### src/hw/rtl/pap2l_pkg.sv
`timescale 1ns / 1ps
`default_nettype none

package pap2l_pkg;

  // sizing
  localparam int HISTORY_BITS = 8;
  localparam int SLOTS        = 16;
  localparam int PATTERNS     = 1 << HISTORY_BITS;
  localparam int SLOT_W       = (SLOTS > 1) ? $clog2(SLOTS) : 1;
  localparam int USED_W       = $clog2(SLOTS + 1);
  localparam int CTR_AW       = SLOT_W + HISTORY_BITS;
  localparam int CTR_DEPTH    = SLOTS * PATTERNS;

  // counter and total constants
  localparam logic [1:0]  CTR_INIT = 2'd2;
  localparam logic [1:0]  CTR_MAX  = 2'd3;
  localparam logic [1:0]  CTR_MIN  = 2'd0;
  localparam logic [31:0] CNT_MAX  = 32'hFFFF_FFFF;

  typedef struct packed {
    logic [31:0] branch_address;
    logic        taken;
  } in_item_t;

  typedef struct packed {
    logic        predicted_taken;
    logic        correct;
    logic        newly_allocated;
    logic        untracked;
    logic [31:0] correct_total;
    logic [31:0] branch_total;
  } out_item_t;

  // slot lookup of the item in the input register
  typedef struct packed {
    logic              valid;
    logic              untracked;
    logic              fresh;
    logic              taken;
    logic [CTR_AW-1:0] idx;
  } lookup_t;

  // prediction outcome of the item in the counter stage
  typedef struct packed {
    logic valid;
    logic untracked;
    logic fresh;
    logic pred;
    logic ok;
  } result_t;

endpackage

`default_nettype wire

### src/hw/rtl/pap2l_stats.sv
`timescale 1ns / 1ps
`default_nettype none

module pap2l_stats (
  input  wire logic               clk,
  input  wire logic               rst_n,
  input  wire logic               en,
  input  wire pap2l_pkg::result_t result,
  output logic                    out_valid,
  output pap2l_pkg::out_item_t    out_data
);

  logic [31:0]          correct_cnt_r;
  logic [31:0]          branch_cnt_r;
  logic [31:0]          correct_cnt_nxt;
  logic [31:0]          branch_cnt_nxt;
  logic                 out_valid_r;
  pap2l_pkg::out_item_t out_r;
  logic                 tracked;

  // saturating totals
  always_comb begin
    tracked         = result.valid && !result.untracked;
    correct_cnt_nxt = correct_cnt_r;
    branch_cnt_nxt  = branch_cnt_r;
    if (tracked && result.ok && (correct_cnt_r != pap2l_pkg::CNT_MAX)) begin
      correct_cnt_nxt = correct_cnt_r + 32'd1;
    end
    if (tracked && (branch_cnt_r != pap2l_pkg::CNT_MAX)) begin
      branch_cnt_nxt = branch_cnt_r + 32'd1;
    end
  end

  always_ff @(posedge clk) begin
    if (!rst_n) begin
      correct_cnt_r <= '0;
      branch_cnt_r  <= '0;
      out_valid_r   <= 1'b0;
    end else if (en) begin
      correct_cnt_r <= correct_cnt_nxt;
      branch_cnt_r  <= branch_cnt_nxt;
      out_valid_r   <= result.valid;
    end
  end

  // result register
  always_ff @(posedge clk) begin
    if (en && result.valid) begin
      out_r.predicted_taken <= result.pred;
      out_r.correct         <= result.ok;
      out_r.newly_allocated <= result.fresh;
      out_r.untracked       <= result.untracked;
      out_r.correct_total   <= correct_cnt_nxt;
      out_r.branch_total    <= branch_cnt_nxt;
    end
  end

  assign out_valid = out_valid_r;
  assign out_data  = out_r;

endmodule

`default_nettype wire

### config.mk
export PLATFORM = sky130hd
export DESIGN_NAME = pap2l_stats
export DESIGN_NICKNAME = d
export VERILOG_FILES = /design/src/hw/rtl/pap2l_pkg.sv /design/src/hw/rtl/pap2l_stats.sv
export SDC_FILE = /design/constraint.sdc
export NUM_CORES = 1
export LEC_CHECK = 0
export ABC_AREA = 1
export BUFFER_PORTS_ARGS = -buffer_cell sky130_fd_sc_hd__buf_2
export CORE_MARGIN = 2
export CORE_UTILIZATION = 25
export CTS_CLUSTER_SIZE = 40
export DETAILED_ROUTE_END_ITERATION = 10
export PLACE_DENSITY = 0.47
export SETUP_SLACK_MARGIN = 0.1
export SKIP_CTS_REPAIR_TIMING = 1
export SLEW_MARGIN = 25
export SYNTH_ARGS = -nofsm -noshare
export SYNTH_HDL_FRONTEND = slang
export SYNTH_SLANG_ARGS = --single-unit
### constraint.sdc
create_clock -name clk -period 3.1 [get_ports clk]
set_clock_uncertainty 0.2 [all_clocks]
set_input_delay 0.155 -clock clk [delete_from_list [all_inputs] [get_ports clk]]
set_output_delay 0.155 -clock clk [all_outputs]
set_load 0.05 [all_outputs]
==> run_results.csv <==
group,metric,value,unit
timing,maxSlewHeadroom,37.1,%
synth,synth.most_common_cell,"nand2_1",
clock_tree,clockRootBuffer,"clkbuf_16",
timing,final.setup.worst_slack,0.833,ns
synth,synth_common_cells,"nand2_1, inv_1, nor2_1",
timing,fin_setup_tns,0,ns
clock_tree,cts_inserted_buffers,17,
drt,drc,0,
drt,vias,6358,
global_route,grt_use_total,13.4,%
drt,drt_iter0_markers,345,
floorplanning,core,0.0294,mm²
setup_path,cp.arrival,2.44,ns
global_route,grt_max_degree,61,
timing,hold_violations,18,
synth,syn_nets,1041,
timing,finalCritPeriodShare,73.1,%
layout,fin_nets,1118,
placed_design,dp.cells,1473,
flow_run,cap_violations,0,
timing,clock.fmax,0.441,GHz
synth,netlist.area_leader.share,27.6,%
placed_design,portBuffers,76,
drt,ant_nets,0,
setup_path,slowest_delay,0.41,ns
synth,synth_flop_cell,"edfxtp_1",
floorplanning,die_area,0.0310,mm²
setup_path,crit_chain,"ha_1 > inv_1 > nor2_4 > nand2_4 > nor2_8 > nand3_4 > nand2_4 > nand2_1 > nand3_1 > nand2_1 > inv_1",
timing,setup_violations,0,
outcome,failed_checks,"hold timing",
setup_path,crit_family,"simple AND/OR/NAND/NOR gates",
clock_tree,cts_tree,"yes",
synth,synth_seq_cells,133,
pwr,power_density,565,mW/mm²
timing,worst_slew_pin_slew,0.942,ns
floorplanning,chipWidth,176,µm
floorplanning,io_pins,77,
global_route,grt_pass1_wl,32700,µm
global_route,antenna_found_initial,0,
timing,holdWs,-0.0277,ns
outcome,status,"complete, but fails checks",
clock_tree,htreeDepth,4,
synth,synth_area_per_cell,7.19,µm²
synth,synth-seq-area-share,45.1,%
timing,slew_violations,0,
synth,yosys_warnings,0,
drt,drtPass1Iterations,5,
setup_path,critical_path_buf_inv_count,2,
layout,layout-drive-gt1-share,14.7,%
global_route,grt_overflow_total,0,
min_path,min_path_type,"in -> reg",
pwr,leakage,4.05,nW
timing,finalCriticalPeriod,2.27,ns
setup_path,worstPathMaxFanout,20,
clock_tree,cts_max_path_buffers,2,
setup_path,critPathLaunchType,"flip-flop",
layout,fin_area,0.00893,mm²
timing,rsz0062_at_grt,"no",
floorplanning,initial_core_util,25.2,%
floorplanning,fp.dieH,176,µm
synth,netlist_instances,1031,
drt,viasPerCell,4.21,
synth,yosysUniqueCellTypes,29,
synth,synth_top_area_cell,"edfxtp_1",
drt,avgRoutedWirePerCell,13.2,µm
synth,synth_edf_count,68,
setup_path,crit_path_top_delay_cell,"dfxtp_1",
synth,async_flop_share,0,%
setup_path,cp.required,3.27,ns
placed_design,place_ws,0.828,ns
clock_tree,insertion_delay,0.43,ns
setup_path,critical_path_class,"reg -> reg",
synth,netlist_area,0.00741,mm²
floorplanning,num_rows,63,
placed_design,dp_hpwl,14600,µm
global_route,grt_pass1_vias,6109,
drt,wl,20000,µm
setup_path,crit_path_end_kind,"flip-flop",
placed_design,postPlaceCellArea,0.00817,mm²
layout,n_antenna_cell,0,
layout,area_delta_synth_final,20.5,%
clock_tree,cts_sinks,133,
synth,synth_area_leaders,"edfxtp_1, nand2_1, dfxtp_1",
layout,stdcell_count,1511,
placed_design,routabilityCongestion,0.929,
pwr,ir_worst_vdd,0.000316,V
clock_tree,clk_pin_slew,0.06,ns
==> layout by cell type (no fill, tap or decap), types with 5 or more instances in the layout <==
cell             n
nand2_4          5
nor2_1         112
nand4_1         11
buf_2           76
dfxtp_1         65
edfxtp_1        68
a21oi_1         55
clkbuf_16       17
inv_1          135
bufinv_16        7
nand2_1        349
buf_4            6
dlygate4sd3_1    6
nor2_4           9
o21ai_0         25
xor2_1          24
nand2_2         27
nand3_1         92
nor3_1           8
==> tightest hold or removal path, delay by kind of cell <==
family	cells	cell delay, ns
AOI/OAI and AO/OA	2	0.16
buffers and inverters	1	0.23
==> sequential cells by signal, indices dropped and copies added, names as in the netlist <==
| signal | cells |
|---|---|
| out_valid | 1 |
| branch_cnt_r | 32 |
| correct_cnt_r | 32 |
| out_data | 68 |
==> power by group <==
part | internal (mW) | switching, mW | total, mW
clock network | 1.60 | 0.838 | 2.44
logic | 0.149 | 0.406 | 0.556
registers | 1.96 | 0.0898 | 2.05
total | 3.71 | 1.33 | 5.05
==> kinds of logic (layout without fill, tap and decap cells) <==
family                     Yosys count  count (layout)  share of synthesized area, %
adders and majority gates            2               2                         0.338
and+or+nand+nor                    620             620                          36.8
xor gates and xnor gates            25              25                          2.96
AOI/OAI and AO/OA                   80              80                          5.40
buffers and inverters              171             261                          9.42
DFF                                133             133                          45.1
==> area by class of cell <==
class | count | area (µm²)
clock buffers | 17 | 425
clock inverters | 15 | 274
fillers | 3172 | 20500
inverters | 140 | 526
multi-input cells | 727 | 3370
flip-flops and latches | 133 | 3340
well taps | 390 | 488
repair buffers | 89 | 505
==> path summary, 6_finish.rpt <==
path,start,to,slack (ns),depth (start not counted)
max,correct_cnt_r[0],correct_cnt_r[30],0.83,11
max reg2reg,correct_cnt_r[0],correct_cnt_r[30],0.83,11
min,rst_n,correct_cnt_r[19],-0.03,3
min reg2reg,out_valid,out_valid,0.26,2
==> metal layers <==
metal,vias to the layer above,GRT usage [%],part of all wire (%)
li1,3402,-,-
met1,2856,16.4,45
met2,77,23.8,49
met3,23,2.45,2.9
met4,0,4.30,2.2
met5,-,0,0
==> per-stage QoR <==
stage,utilization (%),power [mW]
final,30.4,5.05
after global routing,30.4,5.25
after CTS,30.2,5.10
after detailed placement,27.8,2.65
after global placement,27.8,2.65
after floorplan,-,2.50
(Power assumes the default switching activity.)
