===== src/hw/rtl/pap2l_pkg.sv =====
`timescale 1ns / 1ps
`default_nettype none

package pap2l_pkg;

  // sizing
  localparam int HISTORY_BITS = 8;
  localparam int SLOTS        = 16;
  localparam int PATTERNS     = 1 << HISTORY_BITS;
  localparam int SLOT_W       = (SLOTS > 1) ? $clog2(SLOTS) : 1;
  localparam int USED_W       = $clog2(SLOTS + 1);
  localparam int CTR_AW       = SLOT_W + HISTORY_BITS;
  localparam int CTR_DEPTH    = SLOTS * PATTERNS;

  // counter and total constants
  localparam logic [1:0]  CTR_INIT = 2'd2;
  localparam logic [1:0]  CTR_MAX  = 2'd3;
  localparam logic [1:0]  CTR_MIN  = 2'd0;
  localparam logic [31:0] CNT_MAX  = 32'hFFFF_FFFF;

  typedef struct packed {
    logic [31:0] branch_address;
    logic        taken;
  } in_item_t;

  typedef struct packed {
    logic        predicted_taken;
    logic        correct;
    logic        newly_allocated;
    logic        untracked;
    logic [31:0] correct_total;
    logic [31:0] branch_total;
  } out_item_t;

  // slot lookup of the item in the input register
  typedef struct packed {
    logic              valid;
    logic              untracked;
    logic              fresh;
    logic              taken;
    logic [CTR_AW-1:0] idx;
  } lookup_t;

  // prediction outcome of the item in the counter stage
  typedef struct packed {
    logic valid;
    logic untracked;
    logic fresh;
    logic pred;
    logic ok;
  } result_t;

endpackage

`default_nettype wire


===== src/hw/rtl/pap2l_slot_table.sv =====
`timescale 1ns / 1ps
`default_nettype none

module pap2l_slot_table (
  input  wire logic                clk,
  input  wire logic                rst_n,
  input  wire logic                en,
  input  wire logic                item_valid,
  input  wire pap2l_pkg::in_item_t item,
  output pap2l_pkg::lookup_t       lookup
);

  logic [31:0]                        slot_addr_r [pap2l_pkg::SLOTS];
  logic [pap2l_pkg::SLOTS-1:0]        slot_valid_r;
  logic [pap2l_pkg::HISTORY_BITS-1:0] slot_hist_r [pap2l_pkg::SLOTS];
  logic [pap2l_pkg::USED_W-1:0]       used_r;

  logic [pap2l_pkg::SLOTS-1:0]        hit;
  logic [pap2l_pkg::SLOT_W-1:0]       hit_slot;
  logic [pap2l_pkg::SLOT_W-1:0]       slot;
  logic                               found;
  logic                               full;
  logic                               fresh;
  logic [pap2l_pkg::HISTORY_BITS-1:0] hist_cur;
  logic [pap2l_pkg::HISTORY_BITS:0]   hist_shift;
  logic [pap2l_pkg::HISTORY_BITS-1:0] hist_nxt;
  logic                               upd;

  // parallel tag compare, tags are unique so an or of the hits is the slot
  always_comb begin
    hit      = '0;
    hit_slot = '0;
    for (int s = 0; s < pap2l_pkg::SLOTS; s++) begin
      hit[s] = slot_valid_r[s] && (slot_addr_r[s] == item.branch_address);
      if (hit[s]) begin
        hit_slot = hit_slot | pap2l_pkg::SLOT_W'(s);
      end
    end
  end

  // slot choice and history
  always_comb begin
    found = |hit;
    full  = (used_r == pap2l_pkg::USED_W'(pap2l_pkg::SLOTS));
    fresh = !found && !full;
    if (found) begin
      slot = hit_slot;
    end else if (fresh) begin
      slot = pap2l_pkg::SLOT_W'(used_r);
    end else begin
      slot = '0;
    end
    hist_cur   = fresh ? '1 : slot_hist_r[slot];
    hist_shift = {hist_cur, item.taken};
    hist_nxt   = hist_shift[pap2l_pkg::HISTORY_BITS-1:0];
    upd        = en && item_valid && (found || fresh);
  end

  assign lookup.valid     = item_valid;
  assign lookup.untracked = !found && full;
  assign lookup.fresh     = fresh;
  assign lookup.taken     = item.taken;
  assign lookup.idx       = {slot, hist_cur};

  // tag, valid and fill count
  always_ff @(posedge clk) begin
    if (!rst_n) begin
      slot_valid_r <= '0;
      used_r       <= '0;
    end else if (upd && fresh) begin
      slot_valid_r[slot] <= 1'b1;
      used_r             <= used_r + pap2l_pkg::USED_W'(1);
    end
  end

  always_ff @(posedge clk) begin
    if (upd && fresh) begin
      slot_addr_r[slot] <= item.branch_address;
    end
  end

  // per-slot history, reset to all ones
  always_ff @(posedge clk) begin
    if (!rst_n) begin
      for (int s = 0; s < pap2l_pkg::SLOTS; s++) begin
        slot_hist_r[s] <= '1;
      end
    end else if (upd) begin
      slot_hist_r[slot] <= hist_nxt;
    end
  end

endmodule

`default_nettype wire


===== config.mk =====
export PLATFORM = sky130hd
export DESIGN_NAME = pap2l_slot_table
export DESIGN_NICKNAME = d
export VERILOG_FILES = /design/src/hw/rtl/pap2l_pkg.sv /design/src/hw/rtl/pap2l_slot_table.sv
export SDC_FILE = /design/constraint.sdc
export NUM_CORES = 1
export LEC_CHECK = 0
export BUFFER_PORTS_ARGS = -buffer_cell sky130_fd_sc_hd__buf_2
export CORE_MARGIN = 8
export CORE_UTILIZATION = 60
export DETAILED_ROUTE_END_ITERATION = 10
export PLACE_DENSITY_LB_ADDON = 0.05
export SLEW_MARGIN = 0
export SYNTH_ARGS = -nofsm -noshare
export SYNTH_HDL_FRONTEND = slang
export SYNTH_SLANG_ARGS = --single-unit

===== constraint.sdc =====
create_clock -name clk -period 7.2 [get_ports clk]
set_input_delay 0 -clock clk [delete_from_list [all_inputs] [get_ports clk]]
set_output_delay 0 -clock clk [all_outputs]
set_load 0.1 [all_outputs]

==> summary.txt, run 1 <==
Yosys
  • Share of synthesized flip-flops with an asynchronous set or reset: 0
  • Leading cell types by total area after synthesis: edfxtp_1 66%, xnor2_1 8.7%, xor2_1 6.3%
  • Fraction of the yosys area taken by sequential cells: 0.679
  • Synth warnings: 0
  • FF+latch count, synth: 661
  • Cell Area, Synth: 0.0289 sq mm
  • Most instantiated flip-flop cell in the synthesis netlist: edfxtp_1
  • Post-synth EDFFs: between 600 and 700
  • Share of cell area taken by muxes after synthesis: 0.00592
  • Leading cell types by count after synthesis: 640 x edfxtp_1, 289 x xnor2_1, 207 x xor2_1
  • Portion of synthesized cell area occupied by the leading cell type: 0.664
  • Adder-cell area share of the yosys netlist: 0.000865
  • Simple-gate share of the synthesized area: 0.102
  • Library cell occupying the most area in the post-synthesis netlist: edfxtp_1
  • Post-synthesis area per instance: 14.6 sq um
  • Xor/xnor cell area share of the yosys netlist: 0.150
  • Total nets after synthesis: 2018
  • Dominant combinational cell family by area after synthesis: XOR/XNOR gates
  • Synthesized netlist cell count: approximately 2000
  • Fraction of the mapped netlist area in compound gates: 0.0337
  • Synth unique cells: slightly below 70
  • Leading cell type by number of instances after synthesis: edfxtp_1

Critical path
  • Critical Path Source Type: input pin
  • Maximum fanout along the worst path: 36
  • Slowest stage cell, crit path: a22oi_2
  • Capture point of the worst reg-to-reg path: slot_hist_r[15][2]
  • Worst Path Arrival: 5850 ps
  • Largest stage delay on the critical path: about 650 ps
  • Kind of capture point of the worst setup path: primary output
  • Worst setup slack for register-to-register paths: between 1500 and 2000 ps
  • Required time of the critical path: a little over 7000 ps
  • Crit path launch: item[31]
  • Critical path capture point: lookup[4]
  • Source of the worst register-to-register timing path: slot_addr_r[15][20]
  • Series of cell instances along the critical path: dlygate4sd3_1 -> buf_2 -> buf_4 -> xnor2_1 -> nand4_1 -> nor4_1 -> nand4_1 -> nand4_1 -> nor4_1 -> nor3_4 -> buf_4 -> inv_2 -> buf_4 -> mux2i_1 -> a22oi_1 -> a22oi_2 -> nand3_1 -> buf_2
  • Number of cells traversed by the worst register-to-register path: 12
  • Kind of critical path: input pin to primary output

Clock network
  • Root Buffer Master: clkbuf_16
  • Maximum buffer depth of the clock tree: 3
  • Total clock sinks: 661
  • Setup bufs post-CTS: 0
  • CTS tree: done
  • Number of buffers created by CTS: just under 70
  • Worst-Skew Late Latency: roughly 600 ps
  • Count of hold-fix buffers inserted at cts: 20
  • Clock transition at the register clock pins on the worst setup and hold paths after CTS: around 60 ps
  • Number of cells upsized or downsized after cts: 0
  • CTS H-Tree Depth: 3

Finish
  • Antenna diodes: 0
  • Non-Filler Cell Area, Final: ~0.032 sq mm
  • Syn-to-layout area delta: 11.2%
  • Nets: ~2100
  • Ratio of cells with drive above 1 in the final layout: 0.120

STA
  • Shortest clock period the worst path allows after layout: a little under 6000 ps
  • Final hold vios: 0
  • Max Fclk: between 0.15 and 0.2 GHz
  • Relative slew slack: 0.191
  • Final max-slew violation count: 0
  • Final setup violation count: 0
  • Total Neg Setup Slack: 0 ps
  • Unrepaired setup endpoints after global routing: false
  • Setup skew after layout: 26.5 ps
  • Slew at the pin with the worst max-slew slack: around 1200 ps
  • Final Cycle Share: 0.812

Placed design
  • Sum of net half-perimeters after detailed placement: around 46000 um
  • Routability cong.: between 0.8 and 0.9
  • Port Buf Inserts: 52
  • Placement Cell Area: 0.0298 sq mm

Global routing
  • Maximum number of pins on one net before global-route repair: 40
  • Residual overflow from global routing: 0
  • Vias in the first global route: roughly 17000
  • Global-route usage over all layers: 0.262
  • Global-route wire length before repair: ~110000 um
  • Number of antenna violations at the first check in global routing: 0

Detailed routing
  • Highest layer used for signal routing: met4
  • Met2 wire length: roughly 34000 um
  • Post-DR vias/cell: 6.17
  • Total via count after detailed routing: ~17000
  • Starting DRT DRC Count: 1973
  • Antenna-violating nets left: 0
  • Total routed wire length on the met1 layer: 31800 um
  • Post-DR wirelength/cell: about 27 um
  • Total length of routed wires: 73000 um
  • Sum of met3 wire segment lengths after detailed routing: 5240 um
  • Drt drc: 0
  • Initial DRT Pass Iterations: 6

Power and ir drop
  • Power Dens Cells: 254 mW/mm^2
  • Pleak: between 9 and 10 nW
  • Max IR drop VDD: about 0.00021 V

Die
  • Total die area: between 0.05 and 0.06 sq mm
  • Core Box Area: ~0.048 sq mm
  • Die height: ~240 um
  • Starting Density: 0.607
  • Horiz. Die Dim: about 240 um
  • I/O Pins: 53
  • Number of core rows: 80

Run
  • MaxCap Viol Count: 0

Min path
  • Class of the most critical hold timing path: input pin to flip-flop

Outcome
  • Run status: completed
[sequential cells by signal, indices dropped and copies added, names as in the netlist]
register / count
slot_addr_r: 512
used_r: 5
slot_hist_r: 128
slot_valid_r: 16
[power breakdown]
group,total [mW],switching (mW),internal (mW),leakage (nW)
registers,4.26,0.0105,4.24,5.79
logic,0.472,0.329,0.144,3.09
clock network,3.43,1.44,1.99,1.06
total,8.16,1.78,6.38,9.94
[through the flow]
step | utilization | std cells | power [mW] | hold slack, ps | setup slack, ps
final | 0.675 | 2752 | 8.16 | 30.8 | 1350
after floorplan | - | 1979 | 4.62 | 98.9 | 1430
after global placement | 0.626 | 2608 | 4.79 | 427 | 1650
after global routing | 0.675 | 2752 | 8.38 | 21.3 | 1070
after detailed placement | 0.626 | 2608 | 4.80 | 430 | 1530
after CTS | 0.675 | 2752 | 8.21 | 1.79 | 1400
[critical path: cells and delay by family]
family | cells | cell delay, ps
XOR/XNOR | 1 | 150
AND/OR/NAND/NOR | 7 | 1870
multiplexers | 1 | 190
AO/OA/AOI/OAI | 2 | 780
buffers and inverters | 7 | 2790
[layout by cell type, fill, tap and decap left out, types with 15 or more instances in the layout]
master         instances
edfxtp_1             640
xnor2_1              289
xor2_1               207
nand2_1              133
nand4_1               96
nand3_1               92
clkbuf_16             72
nor4_1                67
buf_4                 65
buf_2                 52
a21oi_1               27
or3_1                 24
nor2_1                22
clkbuf_1              22
dfxtp_1               21
inv_1                 20
dlygate4sd3_1         20
o21ai_0               19
nor3_1                18
o21a_1                17
mux2i_1               16
nand2b_1              15
[worst min-delay path by stage]
stage,slack [ps],to,cells after the start,start
after global routing,20,slot_addr_r[0][27],1,item[28]
after floorplan,100,slot_addr_r[0][0],0,item[1]
final,30,slot_addr_r[3][10],1,item[11]
after detailed placement,430,lookup[15],2,item_valid
after CTS,2,slot_addr_r[4][7],1,item[8]
after global placement,430,lookup[15],2,item_valid
[kinds of logic after synthesis]
family | count (synthesis)
multiplexers | 17
AND/OR/NAND/NOR | 540
buffers and inverters | 126
adder cells (fa/ha/maj) | 2
AO/OA/AOI/OAI | 137
XOR/XNOR | 496
flip-flops | 661
[metal layers]
layer | global-route usage | vias up
met5 | 0 | -
met4 | 0.0793 | 0
met3 | 0.0407 | 124
met2 | 0.415 | 752
met1 | 0.372 | 8590
li1 | - | 7520
[layout make-up]
class	count	area [sq um]
well taps	615	769
multi-input cells	1192	8540
flip-flops and latches	661	19600
inverters	21	78.8
clock buffers	95	1900
clock inverters	29	255
repair buffers	139	988
fillers	3343	15500
Note: power is estimated with default switching activity, not from simulation.
==> run 2, diff against run 1 <==
--- a/config.mk
+++ b/config.mk
@@ -7,7 +7,7 @@
 export LEC_CHECK = 0
 export BUFFER_PORTS_ARGS = -buffer_cell sky130_fd_sc_hd__buf_2
 export CORE_MARGIN = 8
-export CORE_UTILIZATION = 60
+export CORE_UTILIZATION = 57
 export DETAILED_ROUTE_END_ITERATION = 10
 export PLACE_DENSITY_LB_ADDON = 0.05
 export SLEW_MARGIN = 0
==> constraint.sdc (replaced) <==
create_clock -name clk -period 5.2 [get_ports clk]
set_input_delay 0 -clock clk [delete_from_list [all_inputs] [get_ports clk]]
set_output_delay 0 -clock clk [all_outputs]
set_load 0.1 [all_outputs]
==> run 2 against run 1 <==
Net effect: power increased by 41%; sequential cell count is the same; register-to-register slack worse by 700 ps; worst hold slack improved by 1.4 ps; largest cell class unchanged; largest power group unchanged.
==> summary.txt, run 2 (synthesis gave the netlist of run 1 again) <==
Clock network
  • CTS tree: done
  • Total clock sinks: around 660
  • Number of buffers created by CTS: slightly above 70
  • Clock transition at the register clock pins on the worst setup and hold paths after CTS: 60 ps
  • CTS H-Tree Depth: 3
  • Number of cells upsized or downsized after cts: 0
  • Worst-Skew Late Latency: ~610 ps
  • Setup bufs post-CTS: 0
  • Maximum buffer depth of the clock tree: 3
  • Root Buffer Master: clkbuf_16

Die
  • Total die area: a little under 0.06 sq mm
  • Number of core rows: 82
  • Core Box Area: about 0.050 sq mm
  • Horiz. Die Dim: approximately 240 um
  • Die height: ~240 um
  • Starting Density: 0.577
  • I/O Pins: 53

STA
  • Final hold vios: 0
  • Total Neg Setup Slack: 0 ps
  • Shortest clock period the worst path allows after layout: between 4000 and 5000 ps
  • Slew at the pin with the worst max-slew slack: ~1000 ps
  • Final setup violation count: 0
  • Setup skew after layout: 23.4 ps
  • Final-layout worst hold slack: roughly 32 ps
  • Min setup slack post-route: 248 ps
  • Relative slew slack: 0.325
  • Final max-slew violation count: 0
  • Max Fclk: 0.202 GHz
  • Unrepaired setup endpoints after global routing: false
  • Final Cycle Share: 0.952

Critical path
  • Source of the worst register-to-register timing path: slot_addr_r[9][18]
  • Crit path launch: item[16]
  • Worst Path Arrival: 4950 ps
  • Kind of capture point of the worst setup path: primary output
  • Critical Path Source Type: input pin
  • Maximum fanout along the worst path: 20
  • Kind of critical path: input pin to primary output
  • Required time of the critical path: 5200 ps

Global routing
  • Residual overflow from global routing: 0
  • Global-route wire length before repair: ~110000 um
  • Number of antenna violations at the first check in global routing: 1
  • Vias in the first global route: roughly 17000
  • Global-route usage over all layers: 0.255
  • Maximum number of pins on one net before global-route repair: between 40 and 50

Min path
  • Min-Delay Startpoint: item[1]
  • Class of the most critical hold timing path: input pin to flip-flop

Finish
  • Antenna diodes: 0
  • Final cell count without fillers: roughly 2900
  • Max FFs per register: around 510
  • Syn-to-layout area delta: 14.3%
  • Nets: between 2000 and 2500
  • Util after Layout: 0.659
  • Most flops, register: slot_addr_r
  • Commonest non-fill, non-tap cell in the layout: edfxtp_1
  • Highest-count cells in the layout ignoring fill and taps: 640 x edfxtp_1, 289 x xnor2_1, 207 x xor2_1
  • Ratio of cells with drive above 1 in the final layout: 0.145
  • Non-Filler Cell Area, Final: 0.0331 sq mm
  • Regs by FF count: slot_addr_r x512, slot_hist_r x128, slot_valid_r x16

Power and ir drop
  • Total Power Consumption: around 12 mW
  • Power Dens Cells: around 350 mW/mm^2
  • Max IR drop VDD: between 0.0003 and 0.0004 V
  • Pleak: 10.4 nW

Placed design
  • Sum of net half-perimeters after detailed placement: roughly 47000 um
  • Routability cong.: between 0.8 and 0.9
  • Placement Cell Area: about 0.030 sq mm
  • Cell Count Post-Placement: roughly 2700
  • DP Worst Slack: around 760 ps
  • Port Buf Inserts: 52

Detailed routing
  • Antenna-violating nets left: 0
  • Total via count after detailed routing: ~17000
  • Starting DRT DRC Count: between 1500 and 2000
  • Total length of routed wires: 73300 um
  • Drt drc: 0
  • Post-DR vias/cell: just under 6
  • Initial DRT Pass Iterations: 6
  • Post-DR wirelength/cell: 25.5 um

Outcome
  • Run status: completed

Run
  • MaxCap Viol Count: 0
==> run 2: cell count changes in the layout (fill, tap and decap cells not counted), moves of 5 or more <==
cell           before  now
buf_12              2   17
buf_4              65  104
clkbuf_1           22   17
clkbuf_8            1    8
dlygate4sd3_1      20   30
==> run 2: worst paths after layout <==
| kind | cells after the start | slack (ps) | to |
|---|---|---|---|
| max | 16 | 250 | lookup[1] |
| min | 1 | 30 | slot_addr_r[13][0] |
| max reg2reg | 12 | 1090 | slot_addr_r[13][25] |
| min reg2reg | 1 | 470 | slot_valid_r[9] |
==> run 2: critical path, cell delays in order <==
cell,delay [ps]
dlygate4sd3_1,520
buf_2,520
buf_4,330
buf_4,160
xnor2_1,110
nand4_1,140
nor4_1,410
nand3_1,370
nand4_2,300
nor3_4,70
inv_2,360
mux2i_1,290
a22oi_1,140
a22oi_2,680
nand3_1,160
buf_2,350
==> run 2: what timing repair did <==
action                     CTS  global route
setup endpoints to repair    0             0
hold endpoints to repair   218             0
hold buffers                30             0
==> run 2: power by group <==
group | internal (mW) | leakage (nW) | switching, mW
combinational | 0.237 | 3.49 | 0.469
clock | 2.92 | 1.12 | 2.02
sequential | 5.88 | 5.79 | 0.0141
total | 9.03 | 10.4 | 2.50
==> run 2: cell type report <==
class,count,area [sq um]
flip-flops and latches,661,19600
fillers,3593,17100
multi-input cells,1192,8550
clock buffers,99,2030
repair buffers,202,1680
well taps,672,841
clock inverters,28,254
inverters,21,78.8
==> run 2: per-layer routing <==
layer | vias to the layer above | global-route usage | wire length [um]
met1 | 8719 | 0.376 | 33100
met3 | 110 | 0.0406 | 4850
met5 | - | 0 | 0
li1 | 7652 | - | -
met4 | 0 | 0.0585 | 1400
met2 | 682 | 0.399 | 34000
